## config.mk

```make
export PLATFORM = sky130hd
export DESIGN_NAME = cv_lfo_generator_unit
export DESIGN_NICKNAME = d
export VERILOG_FILES = /design/src/cvlfo_pkg.sv /design/src/cv_lfo_generator_unit.sv /design/src/cvlfo_ctrl.sv /design/src/cvlfo_datapath.sv
export SDC_FILE = /design/constraint.sdc
export NUM_CORES = 2
export LEC_CHECK = 0
export BUFFER_PORTS_ARGS = -buffer_cell sky130_fd_sc_hd__buf_2
export CAP_MARGIN = 20
export CORE_AREA = 2 2 320 322
export CTS_CLUSTER_SIZE = 40
export DETAILED_ROUTE_END_ITERATION = 8
export DIE_AREA = 0 0 322 324
export GPL_TIMING_DRIVEN = 0
export PLACE_DENSITY = 0.62
export SLEW_MARGIN = 15
export SYNTH_ARGS = -nofsm -noshare
export SYNTH_HDL_FRONTEND = slang
export SYNTH_HIERARCHICAL = 1
export SYNTH_SLANG_ARGS = --single-unit
```

## constraint.sdc

```tcl
create_clock -name clock -period 7.4 [get_ports clock]
set_input_delay 0.37 -clock clock [delete_from_list [all_inputs] [get_ports clock]]
set_output_delay 0.37 -clock clock [all_outputs]
set_load 0.01 [all_outputs]
```

## src/cvlfo_pkg.sv

```systemverilog
// Shared types, constants and lookup tables for the CV LFO generator.
// Depends on nothing; every other file imports it.
package cvlfo_pkg;

   // Sine table geometry: floor(log2(SINE_POINTS)) index bits
   localparam int SINE_POINTS = 256;
   localparam int SINE_BITS   = $clog2(SINE_POINTS + 1) - 1;
   localparam int SINE_SIZE   = 1 << SINE_BITS;
   localparam int FRAC_MSB    = 31 - SINE_BITS;

   // Configuration port geometry
   localparam int ADDR_W = 4;
   localparam int DATA_W = 32;

   // Register indexes (byte address / 4)
   localparam logic [1:0] REG_WAVE_MODE    = 2'd0;
   localparam logic [1:0] REG_OUTPUT_RANGE = 2'd1;
   localparam logic [1:0] REG_MIDI_SOURCE  = 2'd2;
   localparam logic [1:0] REG_PHASE_STEP   = 2'd3;

   // Register reset values
   localparam logic [3:0]  WAVE_MODE_RST    = 4'd0;
   localparam logic [2:0]  OUTPUT_RANGE_RST = 3'd2;
   localparam logic [2:0]  MIDI_SOURCE_RST  = 3'd0;
   localparam logic [31:0] PHASE_STEP_RST   = 32'd0;

   // Wave mode codes
   localparam logic [3:0] WAVE_TRI       = 4'd0;
   localparam logic [3:0] WAVE_SQUARE    = 4'd1;
   localparam logic [3:0] WAVE_RAMP_UP   = 4'd2;
   localparam logic [3:0] WAVE_RAMP_DOWN = 4'd3;
   localparam logic [3:0] WAVE_SINE      = 4'd4;
   localparam logic [3:0] WAVE_OCT_ARP   = 4'd5;
   localparam logic [3:0] WAVE_2OCT_ARP  = 4'd6;
   localparam logic [3:0] WAVE_CHROMA    = 4'd7;
   localparam logic [3:0] WAVE_C1        = 4'd8;
   localparam logic [3:0] WAVE_C3        = 4'd9;

   // MIDI source codes
   localparam logic [2:0] MIDI_OFF      = 3'd0;
   localparam logic [2:0] MIDI_NOTE     = 3'd1;
   localparam logic [2:0] MIDI_VELOCITY = 3'd2;
   localparam logic [2:0] MIDI_BEND     = 3'd3;
   localparam logic [2:0] MIDI_WHEEL    = 3'd4;

   // Fixed pitch codes and note conversion constants
   localparam logic [15:0] CODE_C1       = 16'd1715;
   localparam logic [15:0] CODE_C2       = 16'd1381;
   localparam logic [15:0] CODE_C3       = 16'd1048;
   localparam logic [15:0] PITCH_CENTRE  = 16'd2048;
   localparam logic [15:0] SCALE_MIDDLE  = 16'd32767;
   localparam logic [7:0]  NOTE_BASE     = 8'd36;
   localparam logic [14:0] NOTE_SLOPE    = 15'd7111;
   localparam logic [11:0] CHROMA_STEPS  = 12'd13;

   // Output range tables, last entry also serves out-of-range selects
   localparam logic [2:0] RANGE_LAST = 3'd5;
   localparam logic [15:0] RANGE_SCALE [6] = '{
      16'd667, 16'd1333, 16'd3333, 16'd333, 16'd667, 16'd1667};
   localparam logic [15:0] RANGE_OFFSET [6] = '{
      16'd2048, 16'd2048, 16'd2048, 16'd1881, 16'd1715, 16'd1215};

   localparam logic [15:0] CHROMA_CODES [13] = '{
      16'd1715, 16'd1687, 16'd1659, 16'd1631, 16'd1604, 16'd1576,
      16'd1548, 16'd1520, 16'd1492, 16'd1465, 16'd1437, 16'd1409, 16'd1381};

   // Configuration seen by the datapath
   typedef struct packed {
      logic [3:0]  wave_mode;
      logic [2:0]  output_range;
      logic [2:0]  midi_source;
      logic [31:0] phase_step;
   } cfg_type;

   // Sequencer states
   typedef enum logic [2:0] {
      ST_IDLE,
      ST_SHAPE,
      ST_INTERP,
      ST_MUL,
      ST_DONE
   } fsm_state_type;

   // Controller to datapath commands
   typedef struct packed {
      logic accept;
      logic shape;
      logic interp;
      logic mul;
      logic done;
   } cmd_type;

   // Datapath to controller status
   typedef struct packed {
      logic out_free;
   } status_type;

   // Sine table, built at elaboration
   typedef logic [15:0] sine_tab_type [SINE_SIZE];

   localparam longint unsigned HALF_PI_Q30 = 64'd1686629713;

   // Quarter-wave sine by Taylor series in Q30, scaled to 0..32767
   function automatic longint quarter_sine(longint unsigned j);
      longint unsigned x;
      longint unsigned x2;
      longint unsigned term;
      longint          sum;
      x    = (HALF_PI_Q30 * j) >> (SINE_BITS - 2);
      x2   = (x * x) >> 30;
      term = x;
      sum  = longint'(x);
      term = ((term * x2) >> 30) / 64'd6;
      sum  = sum - longint'(term);
      term = ((term * x2) >> 30) / 64'd20;
      sum  = sum + longint'(term);
      term = ((term * x2) >> 30) / 64'd42;
      sum  = sum - longint'(term);
      term = ((term * x2) >> 30) / 64'd72;
      sum  = sum + longint'(term);
      term = ((term * x2) >> 30) / 64'd110;
      sum  = sum - longint'(term);
      term = ((term * x2) >> 30) / 64'd156;
      sum  = sum + longint'(term);
      if (sum < 0) begin
         sum = 0;
      end
      sum = (sum * 32767 + (longint'(1) << 29)) >>> 30;
      if (sum > 32767) begin
         sum = 32767;
      end
      return sum;
   endfunction

   // Full period; the wrap entry equals entry zero and is not stored
   function automatic sine_tab_type build_sine();
      sine_tab_type    t;
      longint unsigned n;
      longint unsigned q;
      longint          s;
      n = longint'(SINE_SIZE);
      q = n >> 2;
      for (int i = 0; i < SINE_SIZE; i++) begin
         if (longint'(i) <= q) begin
            s = quarter_sine(longint'(i));
         end else if (longint'(i) <= 2 * q) begin
            s = quarter_sine(2 * q - longint'(i));
         end else if (longint'(i) <= 3 * q) begin
            s = -quarter_sine(longint'(i) - 2 * q);
         end else begin
            s = -quarter_sine(n - longint'(i));
         end
         t[i] = 16'(longint'(32768) + s);
      end
      return t;
   endfunction

   localparam sine_tab_type SINE_TAB = build_sine();

endpackage

```

## src/cv_lfo_generator_unit.sv

```systemverilog
// CV LFO generator top level: configuration registers, sequencer, datapath.
// Each accepted item walks the shape, interpolate, multiply and result stages
// before rsp_valid; the result stage waits while the output register is full.
// No new item is accepted until the last is loaded into the output register.
// Reset: configuration to defaults, phase and held pitch cleared, no clear pass.
module cv_lfo_generator_unit (
   input  logic                          clock,
   input  logic                          reset,
   input  logic                          req_valid,
   output logic                          req_stall,
   input  logic                          req_note_held,
   input  logic [6:0]                    req_note_number,
   input  logic [6:0]                    req_note_velocity,
   input  logic [13:0]                   req_bend_amount,
   input  logic [6:0]                    req_wheel_amount,
   output logic                          rsp_valid,
   input  logic                          rsp_stall,
   output logic [15:0]                   rsp_cv_code,
   input  logic                          psel,
   input  logic                          penable,
   input  logic                          pwrite,
   input  logic [cvlfo_pkg::ADDR_W-1:0]  paddr,
   input  logic [cvlfo_pkg::DATA_W-1:0]  pwdata,
   output logic [cvlfo_pkg::DATA_W-1:0]  prdata,
   output logic                          pready
);
   import cvlfo_pkg::*;

   logic [3:0]  wave_mode_ff;
   logic [2:0]  output_range_ff;
   logic [2:0]  midi_source_ff;
   logic [31:0] phase_step_ff;
   logic        cfg_write;
   logic [1:0]  reg_idx;
   cfg_type     cfg;
   cmd_type     cmd;
   status_type  status;

   assign pready    = 1'b1;
   assign reg_idx   = paddr[3:2];
   assign cfg_write = psel && penable && pwrite && pready;

   // Configuration registers
   always_ff @(posedge clock) begin
      if (reset) begin
         wave_mode_ff    <= WAVE_MODE_RST;
         output_range_ff <= OUTPUT_RANGE_RST;
         midi_source_ff  <= MIDI_SOURCE_RST;
         phase_step_ff   <= PHASE_STEP_RST;
      end else if (cfg_write) begin
         case (reg_idx)
            REG_WAVE_MODE:    wave_mode_ff    <= pwdata[3:0];
            REG_OUTPUT_RANGE: output_range_ff <= pwdata[2:0];
            REG_MIDI_SOURCE:  midi_source_ff  <= pwdata[2:0];
            REG_PHASE_STEP:   phase_step_ff   <= pwdata;
            default: begin
            end
         endcase
      end
   end

   // Register read-back
   always_comb begin
      case (reg_idx)
         REG_WAVE_MODE:    prdata = {28'd0, wave_mode_ff};
         REG_OUTPUT_RANGE: prdata = {29'd0, output_range_ff};
         REG_MIDI_SOURCE:  prdata = {29'd0, midi_source_ff};
         REG_PHASE_STEP:   prdata = phase_step_ff;
         default:          prdata = '0;
      endcase
   end

   assign cfg.wave_mode    = wave_mode_ff;
   assign cfg.output_range = output_range_ff;
   assign cfg.midi_source  = midi_source_ff;
   assign cfg.phase_step   = phase_step_ff;

   cvlfo_ctrl u_ctrl (
      .clock     (clock),
      .reset     (reset),
      .req_valid (req_valid),
      .req_stall (req_stall),
      .status    (status),
      .cmd       (cmd)
   );

   cvlfo_datapath u_datapath (
      .clock             (clock),
      .reset             (reset),
      .cfg               (cfg),
      .cmd               (cmd),
      .status            (status),
      .req_note_held     (req_note_held),
      .req_note_number   (req_note_number),
      .req_note_velocity (req_note_velocity),
      .req_bend_amount   (req_bend_amount),
      .req_wheel_amount  (req_wheel_amount),
      .rsp_valid         (rsp_valid),
      .rsp_stall         (rsp_stall),
      .rsp_cv_code       (rsp_cv_code)
   );

   // One item in flight: no acceptance in the cycle after an acceptance
   assert property (@(posedge clock) disable iff (reset)
      (req_valid && !req_stall) |=> req_stall)
      else $error("item accepted while another is in flight");

   // An item accepted with the output empty reaches rsp_valid without waiting in done
   assert property (@(posedge clock) disable iff (reset)
      (req_valid && !req_stall && !rsp_valid) |-> ##5 rsp_valid)
      else $error("result missing five cycles after acceptance");

endmodule

```

## src/cvlfo_ctrl.sv

```systemverilog
// Sequencer for the CV LFO generator: steps one item through the datapath.
// Depends on cvlfo_pkg for the state, command and status types.
module cvlfo_ctrl (
   input  logic                  clock,
   input  logic                  reset,
   input  logic                  req_valid,
   output logic                  req_stall,
   input  cvlfo_pkg::status_type status,
   output cvlfo_pkg::cmd_type    cmd
);
   import cvlfo_pkg::*;

   fsm_state_type state_ff;
   fsm_state_type state_in;

   // State register
   always_ff @(posedge clock) begin
      if (reset) begin
         state_ff <= ST_IDLE;
      end else begin
         state_ff <= state_in;
      end
   end

   // Next state and commands
   always_comb begin
      state_in  = state_ff;
      cmd       = '0;
      req_stall = 1'b1;
      case (state_ff)
         ST_IDLE: begin
            req_stall  = 1'b0;
            cmd.accept = req_valid;
            if (req_valid) begin
               state_in = ST_SHAPE;
            end
         end
         ST_SHAPE: begin
            cmd.shape = 1'b1;
            state_in  = ST_INTERP;
         end
         ST_INTERP: begin
            cmd.interp = 1'b1;
            state_in   = ST_MUL;
         end
         ST_MUL: begin
            cmd.mul  = 1'b1;
            state_in = ST_DONE;
         end
         ST_DONE: begin
            // hold until the output register can take the item
            if (status.out_free) begin
               cmd.done = 1'b1;
               state_in = ST_IDLE;
            end
         end
         default: begin
            state_in = ST_IDLE;
         end
      endcase
   end

endmodule

```

## src/cvlfo_datapath.sv

```systemverilog
// Datapath of the CV LFO generator: phase accumulator, wave shaping,
// sine interpolation, range scaling and the output register. Uses cvlfo_pkg.
module cvlfo_datapath (
   input  logic                  clock,
   input  logic                  reset,
   input  cvlfo_pkg::cfg_type    cfg,
   input  cvlfo_pkg::cmd_type    cmd,
   output cvlfo_pkg::status_type status,
   input  logic                  req_note_held,
   input  logic [6:0]            req_note_number,
   input  logic [6:0]            req_note_velocity,
   input  logic [13:0]           req_bend_amount,
   input  logic [6:0]            req_wheel_amount,
   output logic                  rsp_valid,
   input  logic                  rsp_stall,
   output logic [15:0]           rsp_cv_code
);
   import cvlfo_pkg::*;

   // State and per-item registers
   logic [31:0]          phase_ff;
   logic [15:0]          held_pitch_ff;
   logic                 note_held_ff;
   logic [6:0]           note_number_ff;
   logic [6:0]           note_velocity_ff;
   logic [13:0]          bend_ff;
   logic [6:0]           wheel_ff;
   logic [15:0]          sine_a_ff;
   logic [15:0]          sine_b_ff;
   logic [7:0]           frac_ff;
   logic [15:0]          raw_ff;
   logic [15:0]          v_ff;
   logic signed [31:0]   prod_ff;
   logic                 rsp_valid_ff;
   logic [15:0]          rsp_cv_code_ff;

   // Mode decode
   logic                 lfo_mode;
   logic                 sine_mode;
   logic                 scaled_mode;
   logic [2:0]           range_idx;

   always_comb begin
      lfo_mode    = (cfg.midi_source == MIDI_OFF);
      sine_mode   = lfo_mode && (cfg.wave_mode == WAVE_SINE);
      scaled_mode = lfo_mode ? (cfg.wave_mode inside {[WAVE_TRI:WAVE_SINE]})
                             : (cfg.midi_source != MIDI_NOTE);
      range_idx   = (cfg.output_range > RANGE_LAST) ? RANGE_LAST : cfg.output_range;
   end

   // Wave shaping and MIDI raw value
   logic [15:0]          phase_hi;
   logic [SINE_BITS-1:0] sine_idx;
   logic [SINE_BITS-1:0] sine_idx_next;
   logic [11:0]          chroma_prod;
   logic [3:0]           chroma_idx;
   logic [15:0]          raw_in;

   always_comb begin
      phase_hi      = phase_ff[31:16];
      sine_idx      = phase_ff[31 -: SINE_BITS];
      sine_idx_next = sine_idx + SINE_BITS'(1);
      chroma_prod   = 12'(phase_ff[31:24]) * CHROMA_STEPS;
      chroma_idx    = chroma_prod[11:8];
      raw_in        = '0;
      if (lfo_mode) begin
         case (cfg.wave_mode)
            WAVE_TRI:       raw_in = phase_hi[15] ? ~{phase_hi[14:0], 1'b0}
                                                  : {phase_hi[14:0], 1'b0};
            WAVE_SQUARE:    raw_in = {16{phase_hi[15]}};
            WAVE_RAMP_UP:   raw_in = phase_hi;
            WAVE_RAMP_DOWN: raw_in = ~phase_hi;
            WAVE_OCT_ARP:   raw_in = phase_hi[15] ? CODE_C1 : CODE_C2;
            WAVE_2OCT_ARP:  raw_in = phase_hi[15] ? CODE_C1 : CODE_C3;
            WAVE_CHROMA:    raw_in = CHROMA_CODES[chroma_idx];
            WAVE_C1:        raw_in = CODE_C1;
            WAVE_C3:        raw_in = CODE_C3;
            default:        raw_in = phase_hi;
         endcase
      end else begin
         case (cfg.midi_source)
            MIDI_VELOCITY: raw_in = note_held_ff ? {note_velocity_ff, 9'd0} : 16'd0;
            MIDI_BEND:     raw_in = {bend_ff, 2'd0};
            MIDI_WHEEL:    raw_in = {wheel_ff, 9'd0};
            default:       raw_in = 16'd0;
         endcase
      end
   end

   // Sine interpolation between neighbouring entries
   logic [15:0]          sine_diff;
   logic signed [24:0]   interp_prod;
   logic [15:0]          v_in;

   always_comb begin
      sine_diff   = sine_b_ff - sine_a_ff;
      interp_prod = 25'($signed(sine_diff)) * 25'($signed({1'b0, frac_ff}));
      v_in        = sine_mode ? (sine_a_ff + interp_prod[23:8]) : raw_ff;
   end

   // Shared multiplier: range scale or note pitch slope
   logic [7:0]           note_rel;
   logic [15:0]          scale_diff;
   logic signed [16:0]   mul_a;
   logic signed [14:0]   mul_b;
   logic signed [31:0]   prod_in;

   always_comb begin
      note_rel   = {1'b0, note_number_ff} - NOTE_BASE;
      scale_diff = SCALE_MIDDLE - v_ff;
      if (cfg.midi_source == MIDI_NOTE) begin
         mul_a = $signed({note_rel[7], note_rel, 8'd0});
         mul_b = $signed(NOTE_SLOPE);
      end else begin
         mul_a = $signed({scale_diff[15], scale_diff});
         mul_b = $signed(RANGE_SCALE[range_idx][14:0]);
      end
      prod_in = 32'(mul_a) * 32'(mul_b);
   end

   // Final result selection
   logic [15:0]          prod_hi;
   logic [15:0]          note_code;
   logic [15:0]          result;

   always_comb begin
      prod_hi   = prod_ff[31:16];
      note_code = PITCH_CENTRE - prod_hi;
      if (cfg.midi_source == MIDI_NOTE) begin
         result = note_held_ff ? note_code : held_pitch_ff;
      end else if (scaled_mode) begin
         result = prod_hi + RANGE_OFFSET[range_idx];
      end else begin
         result = v_ff;
      end
   end

   // Phase accumulator and remembered note pitch
   always_ff @(posedge clock) begin
      if (reset) begin
         phase_ff      <= '0;
         held_pitch_ff <= '0;
      end else begin
         if (cmd.accept && lfo_mode) begin
            phase_ff <= phase_ff + cfg.phase_step;
         end
         if (cmd.done && (cfg.midi_source == MIDI_NOTE) && note_held_ff) begin
            held_pitch_ff <= note_code;
         end
      end
   end

   // Item pipeline registers
   always_ff @(posedge clock) begin
      if (cmd.accept) begin
         note_held_ff     <= req_note_held;
         note_number_ff   <= req_note_number;
         note_velocity_ff <= req_note_velocity;
         bend_ff          <= req_bend_amount;
         wheel_ff         <= req_wheel_amount;
      end
      if (cmd.shape) begin
         sine_a_ff <= SINE_TAB[sine_idx];
         sine_b_ff <= SINE_TAB[sine_idx_next];
         frac_ff   <= phase_ff[FRAC_MSB -: 8];
         raw_ff    <= raw_in;
      end
      if (cmd.interp) begin
         v_ff <= v_in;
      end
      if (cmd.mul) begin
         prod_ff <= prod_in;
      end
      if (cmd.done) begin
         rsp_cv_code_ff <= result;
      end
   end

   // Output register: load on done, drop once taken
   always_ff @(posedge clock) begin
      if (reset) begin
         rsp_valid_ff <= 1'b0;
      end else if (cmd.done) begin
         rsp_valid_ff <= 1'b1;
      end else if (!rsp_stall) begin
         rsp_valid_ff <= 1'b0;
      end
   end

   assign status.out_free = !rsp_valid_ff || !rsp_stall;
   assign rsp_valid       = rsp_valid_ff;
   assign rsp_cv_code     = rsp_cv_code_ff;

endmodule
```

==> metrics <==
commonest non-fill, non-tap cells in the layout nand2_1, inv_1, a21oi_1; worst-margin pin slew 1303 ps; failing checks negative setup slack; Worst R2R Path Depth 37; Die Y 324 um; post-synthesis simple-gate area fraction 0.1905; multi-input combinational cell area 26,860 um2; Req. time, crit path 7730 ps; Worst Skew 14.27 ps; largest net degree at the start of global routing 21; flops & latches, synth 234; Critical Path Sink u_datapath/v_ff[15]; Filler cells 10,440; Hold/Removal Path Class in -> reg; Synth cell types 99; CTS root buf clkbuf_16; # IOs 130; Async SR Flop Fraction 0; RR Startpoint u_datapath/sine_a_ff[0]; mux share of post-synthesis cell area 0.02518; cell family with most CP delay compound AO/OA/AOI/OAI gates; Top FF cell, synth edfxtp_1; Pre-antenna DRT Iters 8; P&R area growth vs syn 17.47%; Worst-Skew Late Latency 600 ps; largest family of logic cells by synthesized area adder cells; Yosys warning count 6; CTS tree yes; Die Wd 322 um; Clock Sinks 234; Placer Congestion 1.036; sequential area share after synthesis 0.1739; RSZ-0062 raised after global routing true; busiest grt layer met2; Worst slew margin 0.1313; Max Cap Viol 0; GRT Util Overall 0.3629; EDFF count, synth 140; Nets 5,430; Routed WL 194,700 um; first-pass GRT wire length 270,500 um; TNS Setup -3032 ps; Peak VDD IR 0.7066 mV; DPL Wire Length 148,100 um; vias 37,910; initial antenna violation count 17; P_leak 0.01768 uW; Final ANT Viol Nets 0; syn_area_per_cell 7.838 um2; crit path kind reg -> reg; CTS max path bufs 3; clock buffer count from CTS 30; P per Cell Area 435.9 nW/um2; compound-cell area share of the yosys netlist 0.2147; PnR worst setup slack -686.1 ps; crit path from u_datapath/sine_a_ff[0]; Tot Pwr 17,920 uW; Final Hold Viols 0; status finished with violations; H-tree depth 1; Cell Count, Final, Fillers Out 6,128; max incr delay on CP 560 ps; global routing met3 resource utilization 0.1034; core box area 101,000 um2; Post-Synth XOR/XNOR Area 0.03372; Final Setup Violations 8; placed cells 5,929; Post-Syn Area 34,990 um2; met2 Usage GRT 0.5412; Slew Limit Fails 0; met1 GRT Util 0.4722; share of cells above drive strength 1 0.1294; flop2flop setup slack -690 ps; Levels on crit path 37; Gate Count Post-Synth 4,464; worst reg2reg endpoint u_datapath/v_ff[15]; CP max FO 4; Reg area 6108 um2; CP arrival 8420 ps; Via density 6.187; DR iter-0 viols 5,220; CP max-delay cell fa_1; Tmin final 8086 ps; Crit path top cell by count fa_1; Clk pin slew, worst setup/hold paths 60 ps; highest clock rate 123.7 MHz; most common cell after layout, fill and taps aside nand2_1; gr ovfl total 0; final period utilization 1.093; row count 117; Avg WL per Cell 31.77 um; DRC viols 0; die area 104,300 um2; crit end category flip-flop; post-synthesis adder-cell area fraction 0.2683; IO Port Bufs 124; Initial Util 0.3464; vias in the first global route 36,790; Critical path buffers and inverters 6; startpoint type of the worst setup path flip-flop
## tightest hold or removal path: stages
cell and delay (ps):
buf_2 100, nand2b_1 60, mux2i_1 60
## metal layers
layer | part of all wire | routed length (um)
met1 | 0.41 | 79040
met2 | 0.42 | 81180
met3 | 0.11 | 21340
met4 | 0.067 | 12970
met5 | 0.00077 | 149
## metrics by stage
stage	instance area [um2]	hold WS, ps	worst slack, ps	util
global placement	37380	438.7	-2015	0.3700
finish	41100	39.81	-686.1	0.4069
detailed placement	37740	445.4	-1609	0.3737
floorplan	35120	431.8	-70.75	-
CTS	40020	1.996	-810.6	0.3962
global route	41090	21.28	-1055	0.4068
## flip-flops by register name, summed over array words and instances, names as in the netlist, 8 cells and up
register                  flops
u_datapath/sine_a_ff         16
u_datapath/bend_ff           14
u_datapath/raw_ff            16
u_datapath/phase_ff          32
u_datapath/rsp_cv_code       16
u_datapath/sine_b_ff         16
u_datapath/prod_ff           16
u_datapath/held_pitch_ff     16
u_datapath/v_ff              16
u_datapath/frac_ff            8
phase_step_ff                32
## report_power, final
part | leakage (uW) | switching [uW] | internal, uW
clock network | 0.000511 | 628 | 919
registers | 0.00207 | 107 | 1720
logic | 0.0151 | 7870 | 6680
total | 0.0177 | 8610 | 9310
## cell families (layout without fill, tap and decap cells)
family | after synthesis | count (layout)
muxes | 79 | 79
xor gates and xnor gates | 133 | 133
DFF | 234 | 234
and+or+nand+nor | 1437 | 1438
AOI/OAI and AO/OA | 1174 | 1174
adders and majority gates | 562 | 562
buffers and inverters | 843 | 1184
other | 2 | 15
## repair_timing
| item | 4_1_cts | 5_1_grt |
|---|---|---|
| pin swaps | 85 | 111 |
| endpoints found under the hold margin | 40 | 0 |
| buffers inserted | 42 | 58 |
| hold buffers | 40 | 0 |
| gates resized for setup | 127 | 167 |
| setup endpoints to repair | 25 | 21 |
| gates cloned | 0 | 2 |
## worst min-delay path by stage
| stage | start | to | slack [ps] | cells after the start |
|---|---|---|---|---|
| finish | pwdata[24] | phase_step_ff[24] | 40 | 3 |
| global route | pwdata[28] | phase_step_ff[28] | 20 | 3 |
| CTS | pwdata[18] | phase_step_ff[18] | 2 | 3 |
| detailed placement | u_datapath/held_pitch_ff[0] | u_datapath/held_pitch_ff[0] | 450 | 2 |
| global placement | u_datapath/held_pitch_ff[0] | u_datapath/held_pitch_ff[0] | 440 | 2 |
| floorplan | u_datapath/held_pitch_ff[0] | u_datapath/held_pitch_ff[0] | 430 | 2 |
## final cells by class
class                      instances  area share
sequential                       234      0.1486
inverter                         541     0.04956
tap                             1309     0.03985
timing repair buffer             291     0.05196
multi-input combinational       3395      0.6534
antenna                            6   0.0003653
clock buffer                      34     0.01939
clock inverter                    22    0.005753
buffer                           296     0.03111
## synth_stat cells, types with 9 or more instances
library cell / number / area [um2]
a2111oi_0: 9 / 78.83
a211oi_1: 75 / 563.0
a21boi_0: 12 / 90.09
a21o_1: 30 / 225.2
a21oi_1: 336 / 1682
a221oi_1: 17 / 148.9
a22oi_1: 13 / 97.59
a311oi_1: 39 / 341.6
a31oi_1: 55 / 344.1
and2_1: 52 / 325.3
and3_1: 52 / 325.3
buf_1: 52 / 195.2
buf_2: 28 / 140.1
clkbuf_1: 215 / 807.0
dfxtp_1: 94 / 1882
edfxtp_1: 140 / 4204
fa_1: 314 / 6286
ha_1: 248 / 3103
inv_1: 532 / 1997
mux2_2: 12 / 135.1
mux2i_1: 61 / 610.6
nand2_1: 543 / 2038
nand2b_1: 118 / 738.2
nand3_1: 72 / 360.4
nand3b_1: 16 / 120.1
nand4_1: 13 / 81.33
nor2_1: 343 / 1287
nor2b_1: 34 / 212.7
nor3_1: 97 / 485.5
nor3b_1: 15 / 112.6
nor4_1: 10 / 62.56
o211ai_1: 55 / 412.9
o21a_1: 15 / 112.6
o21ai_0: 285 / 1426
o21bai_1: 10 / 75.07
o221ai_1: 30 / 262.8
o22ai_1: 35 / 219.0
o311ai_0: 33 / 289.0
o31ai_1: 20 / 150.1
o41ai_1: 9 / 78.83
or2_2: 28 / 175.2
or3_1: 20 / 125.1
xnor2_1: 90 / 788.3
xor2_1: 41 / 359.1
No activity file was read; power rests on OpenSTA's default activity.
